$ cat config.mk
export PLATFORM = sky130hd
export DESIGN_NAME = line_segment_clipper
export DESIGN_NICKNAME = d
export VERILOG_FILES = /design/src/lsc_pkg.sv /design/src/lsc_cross.sv /design/src/line_segment_clipper.sv
export SDC_FILE = /design/constraint.sdc
export NUM_CORES = 2
export LEC_CHECK = 0
export BUFFER_PORTS_ARGS = -buffer_cell sky130_fd_sc_hd__buf_2
export CORE_MARGIN = 3
export CORE_UTILIZATION = 64
export CTS_CLUSTER_DIAMETER = 40
export DETAILED_ROUTE_END_ITERATION = 7
export PLACE_DENSITY = 0.83
export SLEW_MARGIN = 20
export SYNTH_ARGS = -nofsm -noshare
export SYNTH_HDL_FRONTEND = slang
export SYNTH_SLANG_ARGS = --single-unit
$ cat constraint.sdc
create_clock -name i_clk -period 10.1 [get_ports i_clk]
set_input_delay 1.515 -clock i_clk [delete_from_list [all_inputs] [get_ports i_clk]]
set_output_delay 1.515 -clock i_clk [all_outputs]
set_load 0.02 [all_outputs]
$ cat src/lsc_pkg.sv
package lsc_pkg;

    localparam int COORD_BITS_DEF = 16;

    // window edges need at least this many bits to hold their reset values
    localparam int WIN_BITS_MIN = 9;

    localparam int RST_X_MIN = 0;
    localparam int RST_Y_MIN = 0;
    localparam int RST_X_MAX = 199;
    localparam int RST_Y_MAX = 149;

    localparam int MAX_STEPS = 8;
    localparam int STEP_BITS = 4;

    localparam int CFG_IDX_BITS = 2;
    localparam logic [CFG_IDX_BITS-1:0] CFG_X_MIN = 2'd0;
    localparam logic [CFG_IDX_BITS-1:0] CFG_Y_MIN = 2'd1;
    localparam logic [CFG_IDX_BITS-1:0] CFG_X_MAX = 2'd2;
    localparam logic [CFG_IDX_BITS-1:0] CFG_Y_MAX = 2'd3;

    localparam logic [1:0] VERDICT_TRIVIAL = 2'd0;
    localparam logic [1:0] VERDICT_CLIPPED = 2'd1;
    localparam logic [1:0] VERDICT_REJECT  = 2'd2;

    typedef enum logic [1:0] {
        S_IDLE,
        S_EVAL,
        S_WAIT,
        S_OUT
    } t_seq_state;

    typedef enum logic [1:0] {
        CX_IDLE,
        CX_MUL,
        CX_DIV,
        CX_DONE
    } t_cross_state;

endpackage

$ cat src/lsc_cross.sv
// Edge crossing unit: base + trunc(d_other * offset / d_this).
// Loads the magnitudes, then multiplies, then runs WB restoring divide steps,
// then a done state with the result. Needs |offset| <= |d_this|, which the
// outcode logic guarantees, so the quotient fits in WB bits.
module lsc_cross #(
    parameter int WB = lsc_pkg::WIN_BITS_MIN
) (
    input  logic                 i_clk,
    input  logic                 i_rst_n,
    input  logic                 i_start,
    input  logic signed [WB-1:0] i_base,
    input  logic signed [WB:0]   i_d_other,
    input  logic signed [WB:0]   i_offset,
    input  logic signed [WB:0]   i_d_this,
    output logic                 o_done,
    output logic signed [WB-1:0] o_result
);

    localparam int CW = $clog2(WB + 1);

    lsc_pkg::t_cross_state r_state, n_state;

    logic          r_neg, n_neg;
    logic [WB-1:0] r_a, n_a;
    logic [WB-1:0] r_b, n_b;
    logic [WB-1:0] r_c, n_c;
    logic [WB-1:0] r_base, n_base;
    logic [WB-1:0] r_rem, n_rem;
    logic [WB-1:0] r_quo, n_quo;
    logic [CW-1:0] r_cnt, n_cnt;

    logic [WB:0]     mag_other, mag_off, mag_this;
    logic [2*WB-1:0] prod;
    logic [WB:0]     rem_sh;
    logic            fits;
    logic [WB:0]     rem_sub;

    always_comb begin
        mag_other = i_d_other[WB] ? (~i_d_other + 1'b1) : i_d_other;
        mag_off   = i_offset[WB]  ? (~i_offset + 1'b1)  : i_offset;
        mag_this  = i_d_this[WB]  ? (~i_d_this + 1'b1)  : i_d_this;
        prod      = r_a * r_b;
        rem_sh    = {r_rem, r_quo[WB-1]};
        fits      = rem_sh >= {1'b0, r_c};
        rem_sub   = rem_sh - {1'b0, r_c};
    end

    always_comb begin
        n_state = r_state;
        n_neg   = r_neg;
        n_a     = r_a;
        n_b     = r_b;
        n_c     = r_c;
        n_base  = r_base;
        n_rem   = r_rem;
        n_quo   = r_quo;
        n_cnt   = r_cnt;
        o_done  = 1'b0;
        case (r_state)
            lsc_pkg::CX_IDLE: begin
                if (i_start) begin
                    n_neg   = i_d_other[WB] ^ i_offset[WB] ^ i_d_this[WB];
                    n_a     = mag_other[WB-1:0];
                    n_b     = mag_off[WB-1:0];
                    n_c     = mag_this[WB-1:0];
                    n_base  = i_base;
                    n_state = lsc_pkg::CX_MUL;
                end
            end
            lsc_pkg::CX_MUL: begin
                // upper half is below the divisor since the quotient fits WB bits
                n_rem   = prod[2*WB-1:WB];
                n_quo   = prod[WB-1:0];
                n_cnt   = CW'(WB);
                n_state = lsc_pkg::CX_DIV;
            end
            lsc_pkg::CX_DIV: begin
                n_rem = fits ? rem_sub[WB-1:0] : rem_sh[WB-1:0];
                n_quo = {r_quo[WB-2:0], fits};
                n_cnt = r_cnt - 1'b1;
                if (r_cnt == CW'(1)) begin
                    n_state = lsc_pkg::CX_DONE;
                end
            end
            lsc_pkg::CX_DONE: begin
                o_done  = 1'b1;
                n_state = lsc_pkg::CX_IDLE;
            end
            default: begin
                n_state = lsc_pkg::CX_IDLE;
            end
        endcase
    end

    assign o_result = r_neg ? (r_base - r_quo) : (r_base + r_quo);

    always_ff @(posedge i_clk) begin
        if (!i_rst_n) begin
            r_state <= lsc_pkg::CX_IDLE;
            r_cnt   <= '0;
        end else begin
            r_state <= n_state;
            r_cnt   <= n_cnt;
        end
        r_neg  <= n_neg;
        r_a    <= n_a;
        r_b    <= n_b;
        r_c    <= n_c;
        r_base <= n_base;
        r_rem  <= n_rem;
        r_quo  <= n_quo;
    end

endmodule

$ cat src/line_segment_clipper.sv
// Channel   Dir  Payload
// s_axis    in   tdata: start_x, start_y, end_x, end_y (COORD_BITS each)
// m_axis    out  tdata: clip_start_x, clip_start_y, clip_end_x, clip_end_y;
//                tuser: verdict
// cfg       in   i_cfg_idx selects window_x_min, window_y_min, window_x_max,
//                window_y_max
//
// An item takes k clip steps (at most 8); WB = max(COORD_BITS, 9). Each step
// runs the shared multiply and restoring-divide unit. Reset (synchronous)
// restores the window to x 0..199, y 0..149. Input is taken only between
// items; a finished result waits in the output register while the next item
// is accepted.
module line_segment_clipper #(
    parameter int COORD_BITS = lsc_pkg::COORD_BITS_DEF
) (
    input  logic                                  i_clk,
    input  logic                                  i_rst_n,
    input  logic                                  s_axis_tvalid,
    output logic                                  s_axis_tready,
    // start_x, start_y, end_x, end_y from bit 0 up, zero padded
    input  logic [((4*COORD_BITS+7)/8)*8-1:0]     s_axis_tdata,
    output logic                                  m_axis_tvalid,
    input  logic                                  m_axis_tready,
    // clip_start_x, clip_start_y, clip_end_x, clip_end_y from bit 0 up
    output logic [((4*COORD_BITS+7)/8)*8-1:0]     m_axis_tdata,
    // verdict
    output logic [1:0]                            m_axis_tuser,
    input  logic                                  i_cfg_we,
    input  logic [lsc_pkg::CFG_IDX_BITS-1:0]      i_cfg_idx,
    input  logic [COORD_BITS-1:0]                 i_cfg_data
);

    localparam int W    = COORD_BITS;
    localparam int WB   = (W < lsc_pkg::WIN_BITS_MIN) ? lsc_pkg::WIN_BITS_MIN : W;
    localparam int BITS = ((4*W+7)/8)*8;

    lsc_pkg::t_seq_state r_state, n_state;

    logic signed [WB-1:0] r_x_min, r_y_min, r_x_max, r_y_max;
    logic signed [WB-1:0] r_ax, n_ax, r_ay, n_ay, r_bx, n_bx, r_by, n_by;
    logic [1:0]           r_verdict, n_verdict;
    logic [lsc_pkg::STEP_BITS-1:0] r_steps, n_steps;
    logic                 r_first, n_first;
    logic                 r_fix_y, n_fix_y;
    logic signed [WB-1:0] r_fixed, n_fixed;

    logic                 r_out_valid, n_out_valid;
    logic [BITS-1:0]      r_out_data, n_out_data;
    logic [1:0]           r_out_verdict, n_out_verdict;

    logic signed [W-1:0]  in_sx, in_sy, in_ex, in_ey;
    logic signed [W-1:0]  cfg_val;
    logic [3:0]           ca, cb, code;
    logic signed [WB:0]   dx, dy;
    logic                 cx_start, cx_done;
    logic signed [WB-1:0] cx_base, cx_result;
    logic signed [WB:0]   cx_other, cx_off, cx_this;
    logic                 win_bad;

    assign in_sx   = s_axis_tdata[W-1:0];
    assign in_sy   = s_axis_tdata[2*W-1:W];
    assign in_ex   = s_axis_tdata[3*W-1:2*W];
    assign in_ey   = s_axis_tdata[4*W-1:3*W];
    assign cfg_val = i_cfg_data;

    // outcode bits: 0 above, 1 below, 2 right, 3 left
    always_comb begin
        ca = {r_ax < r_x_min, r_ax > r_x_max, r_ay < r_y_min, r_ay > r_y_max};
        cb = {r_bx < r_x_min, r_bx > r_x_max, r_by < r_y_min, r_by > r_y_max};
        dx = (WB+1)'(r_bx) - (WB+1)'(r_ax);
        dy = (WB+1)'(r_by) - (WB+1)'(r_ay);
        win_bad = (r_x_min > r_x_max) || (r_y_min > r_y_max);
        code = (ca != 4'd0) ? ca : cb;
    end

    // edge pick: top, bottom, right, left
    always_comb begin
        cx_base  = r_ax;
        cx_other = dx;
        cx_this  = dy;
        cx_off   = (WB+1)'(r_y_max) - (WB+1)'(r_ay);
        n_fixed  = r_y_max;
        n_fix_y  = 1'b1;
        if (code[0]) begin
            cx_off  = (WB+1)'(r_y_max) - (WB+1)'(r_ay);
            n_fixed = r_y_max;
        end else if (code[1]) begin
            cx_off  = (WB+1)'(r_y_min) - (WB+1)'(r_ay);
            n_fixed = r_y_min;
        end else begin
            cx_base  = r_ay;
            cx_other = dy;
            cx_this  = dx;
            n_fix_y  = 1'b0;
            if (code[2]) begin
                cx_off  = (WB+1)'(r_x_max) - (WB+1)'(r_ax);
                n_fixed = r_x_max;
            end else begin
                cx_off  = (WB+1)'(r_x_min) - (WB+1)'(r_ax);
                n_fixed = r_x_min;
            end
        end
    end

    always_comb begin
        n_state       = r_state;
        n_ax          = r_ax;
        n_ay          = r_ay;
        n_bx          = r_bx;
        n_by          = r_by;
        n_verdict     = r_verdict;
        n_steps       = r_steps;
        n_first       = r_first;
        n_out_valid   = r_out_valid;
        n_out_data    = r_out_data;
        n_out_verdict = r_out_verdict;
        cx_start      = 1'b0;
        s_axis_tready = 1'b0;
        if (r_out_valid && m_axis_tready) begin
            n_out_valid = 1'b0;
        end
        case (r_state)
            lsc_pkg::S_IDLE: begin
                s_axis_tready = 1'b1;
                if (s_axis_tvalid) begin
                    n_ax      = WB'(in_sx);
                    n_ay      = WB'(in_sy);
                    n_bx      = WB'(in_ex);
                    n_by      = WB'(in_ey);
                    n_verdict = lsc_pkg::VERDICT_TRIVIAL;
                    n_steps   = '0;
                    n_state   = lsc_pkg::S_EVAL;
                end
            end
            lsc_pkg::S_EVAL: begin
                if (win_bad) begin
                    n_verdict = lsc_pkg::VERDICT_REJECT;
                    n_state   = lsc_pkg::S_OUT;
                end else if ((ca | cb) == 4'd0) begin
                    n_state = lsc_pkg::S_OUT;
                end else if ((ca & cb) != 4'd0 ||
                             r_steps >= lsc_pkg::STEP_BITS'(lsc_pkg::MAX_STEPS)) begin
                    n_verdict = lsc_pkg::VERDICT_REJECT;
                    n_state   = lsc_pkg::S_OUT;
                end else begin
                    n_verdict = lsc_pkg::VERDICT_CLIPPED;
                    n_steps   = r_steps + 1'b1;
                    n_first   = (ca != 4'd0);
                    cx_start  = 1'b1;
                    n_state   = lsc_pkg::S_WAIT;
                end
            end
            lsc_pkg::S_WAIT: begin
                if (cx_done) begin
                    if (r_first) begin
                        n_ax = r_fix_y ? cx_result : r_fixed;
                        n_ay = r_fix_y ? r_fixed : cx_result;
                    end else begin
                        n_bx = r_fix_y ? cx_result : r_fixed;
                        n_by = r_fix_y ? r_fixed : cx_result;
                    end
                    n_state = lsc_pkg::S_EVAL;
                end
            end
            lsc_pkg::S_OUT: begin
                if (!r_out_valid || m_axis_tready) begin
                    n_out_valid   = 1'b1;
                    n_out_verdict = r_verdict;
                    if (r_verdict == lsc_pkg::VERDICT_REJECT) begin
                        n_out_data = '0;
                    end else begin
                        n_out_data = BITS'({r_by[W-1:0], r_bx[W-1:0],
                                            r_ay[W-1:0], r_ax[W-1:0]});
                    end
                    n_state = lsc_pkg::S_IDLE;
                end
            end
            default: begin
                n_state = lsc_pkg::S_IDLE;
            end
        endcase
    end

    always_ff @(posedge i_clk) begin
        if (!i_rst_n) begin
            r_state     <= lsc_pkg::S_IDLE;
            r_out_valid <= 1'b0;
            r_x_min     <= WB'(lsc_pkg::RST_X_MIN);
            r_y_min     <= WB'(lsc_pkg::RST_Y_MIN);
            r_x_max     <= WB'(lsc_pkg::RST_X_MAX);
            r_y_max     <= WB'(lsc_pkg::RST_Y_MAX);
        end else begin
            r_state     <= n_state;
            r_out_valid <= n_out_valid;
            if (i_cfg_we) begin
                case (i_cfg_idx)
                    lsc_pkg::CFG_X_MIN: r_x_min <= WB'(cfg_val);
                    lsc_pkg::CFG_Y_MIN: r_y_min <= WB'(cfg_val);
                    lsc_pkg::CFG_X_MAX: r_x_max <= WB'(cfg_val);
                    lsc_pkg::CFG_Y_MAX: r_y_max <= WB'(cfg_val);
                    default: ;
                endcase
            end
        end
        r_ax          <= n_ax;
        r_ay          <= n_ay;
        r_bx          <= n_bx;
        r_by          <= n_by;
        r_verdict     <= n_verdict;
        r_steps       <= n_steps;
        r_first       <= n_first;
        if (cx_start) begin
            r_fix_y <= n_fix_y;
            r_fixed <= n_fixed;
        end
        r_out_data    <= n_out_data;
        r_out_verdict <= n_out_verdict;
    end

    lsc_cross #(
        .WB(WB)
    ) u_cross (
        .i_clk     (i_clk),
        .i_rst_n   (i_rst_n),
        .i_start   (cx_start),
        .i_base    (cx_base),
        .i_d_other (cx_other),
        .i_offset  (cx_off),
        .i_d_this  (cx_this),
        .o_done    (cx_done),
        .o_result  (cx_result)
    );

    assign m_axis_tvalid = r_out_valid;
    assign m_axis_tdata  = r_out_data;
    assign m_axis_tuser  = r_out_verdict;

endmodule

==> impl_metrics.csv <==
group,metric,value,unit
critical_path,worst_setup_path_start_kind,"register",
critical_path,crit_type,"reg2reg",
global_route,grt_pass1_wl,152.1,mm
layout,insertedDiodeCount,0,
drt,wl_per_cell,23.10,um
yosys,synth_area_leaders,"edfxtp_1 (24%), ha_1 (13%), fa_1 (13%), nand2_1 (5.3%), inv_1 (4.8%)",
yosys,synth-adder-area-share,25.94,%
cts,cts_root_buf,"clkbuf_16",
layout,fin_util,71.22,%
yosys,synth_xor_xnor_area_share,4.868,%
yosys,yosysTopAreaCell,"edfxtp_1",
yosys,avgSynthCellArea,9.060,sq um
global_route,grt_max_degree,78,
critical_path,worstPathArrival,7.33,ns
run,cap_viol_max_count,0,
cts,worstSkewPairLatency,0.62,ns
timing,setup_tns,0,ns
yosys,postSynthCellCount,3515,
yosys,syn_nets,4141,
layout,nFillCells,3746,
layout,drive_above_1_share,9.267,%
cts,cts_sinks,325,
critical_path,cp_slowest_cell,"edfxtp_1",
placement,dp_hpwl,76.93,mm
yosys,ys_seq_elements,325,
timing,maxSlewHeadroom,29.51,%
yosys,synth_edf_count,251,
timing,setup_violations,0,
cts,htreeDepth,2,
floorplan,ios,155,
yosys,synthArstFlopShare,0,%
critical_path,cp.required,10.43,ns
power,leakagePower,15.21,nW
cts,post_cts_resized,0,
timing,fin_crit_sh,69.30,%
layout,area_delta_synth_final,9.704,%
placement,io_buffers,154,
drt,avgViaCountPerCell,6.242,
yosys,synth-compound-area-share,15.64,%
drt,drc,0,
floorplan,die_w,229.1,um
drt,antenna_left,0,
yosys,synth.yosys.seq_area_share,28.32,%
global_route,grtUsageTotal,37.72,%
floorplan,initial_core_util,64.92,%
power,vdd_drop_max,365.6,uV
timing,finalClockSkew,0.02389,ns
timing,slew_viol_final,0,
layout,nets,4243,
critical_path,crit_chain,"and2_1 > fa_1 > inv_1 > fa_1 > fa_1 > inv_1 > fa_1 > fa_1 > inv_1 > fa_1 > inv_1 > ha_1 > nand2_1 > nor2_1 > a21oi_1 > nand3b_1 > a41oi_1 > o2bb2ai_1 > or4_1 > a31oi_1 > xor2_1 > mux2i_1",
run_status,status,"finished clean",
drt,vias,26980,
yosys,synth_commonest_cells,"nand2_1 (446), inv_1 (406), ha_1 (337)",
global_route,grt_pass1_vias,26130,
yosys,synth_top_family_by_area,"adder cells",
floorplan,core,49050,sq um
critical_path,slowest_delay,0.64,ns
yosys,synthSimpleGateAreaFrac,17.26,%
critical_path,cp_max_fo,16,
yosys,ys_types,105,
critical_path,critPathCaptureType,"register",
yosys,synth_top_cell_area_share,23.67,%
cts,cts_buffer_depth,3,
critical_path,crit_path_frequent_cell,"fa_1",
cts,post_cts_buffers,0,
global_route,antenna_found_initial,2,
global_route,overflow,0,
min_path,hold_class,"reg2reg",
yosys,netlist_area,31850,sq um
yosys,post-synth-top-count-cell,"nand2_1",
critical_path,crit_family,"adder cells",
placement,routabilityCongestion,1.058,
yosys,synth_ff_type,"edfxtp_1",
critical_path,cp_num_buf_inv,4,
drt,first_pass_iters,6,
drt,postRouteWirelength,99.85,mm
floorplan,die_h,229.1,um
floorplan,dieArea,52470,sq um
drt,drt-initial-drc-count,2850,
power,powerDensity,299.7,nW/um^2
cts,cts_tree,"done",
cts,cts_made_buffers,51,
cts,postCtsHoldBufs,0,
yosys,yosys_warnings,0,
timing,period_needed,6.999,ns
timing,hold_viol_final,0,
timing,rsz0062_at_grt,"false",
timing,worst_pin_slew,1.055,ns
cts,clk_pin_slew,0.06,ns
timing,fmax,0.1429,GHz
floorplan,rows,81,
yosys,synth.area.mux_share,1.595,%
-- layout by cell type (no fill, tap or decap), drive strengths merged, types with 11 or more instances in the layout --
cell and instances:
a211oi 33, a21o 58, a21oi 232, a22oi 17
a31oi 19, and2 187, and3 14, buf 170
clkbuf 55, clkinv 18, dfxtp 74, edfxtp 251
fa 202, ha 337, inv 420, mux2 11
mux2i 38, nand2 447, nand2b 33, nand3 35
nand4 34, nor2 243, nor2b 37, nor3 54
o211ai 27, o21a 65, o21ai 141, o21bai 19
o221ai 12, o31ai 13, o41ai 11, or2 13
or3 13, xnor2 119, xor2 58
-- metrics by stage --
| stage | instance area (sq um) | hold slack (ns) | instances | power [mW] | setup WS (ns) |
|---|---|---|---|---|---|
| 3_5_place_dp | 33120 | 0.4275 | 4228 | 8.460 | 3.120 |
| 3_3_place_gp | 33120 | 0.4291 | 4228 | 8.349 | 3.271 |
| 6_report | 34940 | 0.4691 | 4322 | 10.47 | 3.101 |
| 4_1_cts | 34930 | 0.4383 | 4322 | 10.35 | 3.108 |
| 2_1_floorplan | 31850 | 0.4168 | 3515 | 6.603 | 2.610 |
| 5_1_grt | 34940 | 0.4803 | 4322 | 11.19 | 2.711 |
-- registers in the layout (all words and copies together), names as in the netlist, 2 cells and up --
name / count
u_cross.r_quo: 16
r_bx: 16
u_cross.r_rem: 16
r_x_min: 16
r_y_max: 16
r_steps: 4
r_ay: 16
r_by: 16
r_fixed: 16
r_state: 2
m_axis_tdata: 64
u_cross.r_cnt: 5
r_ax: 16
r_x_max: 16
u_cross.r_a: 16
u_cross.r_b: 16
u_cross.r_base: 16
u_cross.r_c: 16
m_axis_tuser: 2
r_verdict: 2
r_y_min: 16
u_cross.r_state: 2
-- where the power goes --
group | total [mW] | switching (mW) | internal [mW]
Combinational | 6.52 | 4.08 | 2.45
Clock | 1.82 | 0.728 | 1.09
Sequential | 2.13 | 0.219 | 1.91
-- final timing paths --
kind	cells after the start	startpoint	to	slack (ns)
max	22	u_cross.r_a[7]	u_cross.r_rem[14]	3.10
min	0	r_verdict[0]	m_axis_tuser[0]	0.47
max reg2reg	22	u_cross.r_a[7]	u_cross.r_rem[14]	3.10
min reg2reg	0	r_verdict[0]	m_axis_tuser[0]	0.47
-- cells by family (layout without fill, tap and decap cells) --
logic type	count (synthesis)	in the layout
compound gates	741	741
fa+ha+maj	539	539
buf+inv	529	672
flops	325	325
simple gates	1155	1155
xor+xnor	177	177
mux	49	49
-- worst reg2reg max path: cells and delay by family, from the launching register on --
| kind | cells | cell delay, ns |
|---|---|---|
| flops | 1 | 0.64 |
| xor+xnor | 1 | 0.16 |
| simple gates | 5 | 1.09 |
| buf+inv | 4 | 0.19 |
| compound gates | 4 | 1.14 |
| fa+ha+maj | 7 | 3.40 |
| mux | 1 | 0.09 |
-- per-layer routing --
layer / vias up / GRT usage (%) / part of all wire [%]
met4: 2 / 25.35 / 8.6
met2: 1542 / 57.71 / 44
met1: 12720 / 48.01 / 37
li1: 12280 / - / -
met5: - / 0 / 0.0080
met3: 432 / 8.582 / 10
-- final cells by class --
| type | instances | area (sq um) | share of cell area, % |
|---|---|---|---|
| Multi-Input combinational cell | 2661 | 20860 | 59.70 |
| Sequential cell | 325 | 9019 | 25.81 |
| Inverter | 408 | 1531 | 4.383 |
| Clock buffer | 55 | 1291 | 3.696 |
| Timing Repair Buffer | 170 | 890.9 | 2.550 |
| Tap cell | 664 | 830.8 | 2.378 |
| Clock inverter | 39 | 515.5 | 1.475 |
Note: power is estimated with default switching activity, not from simulation.
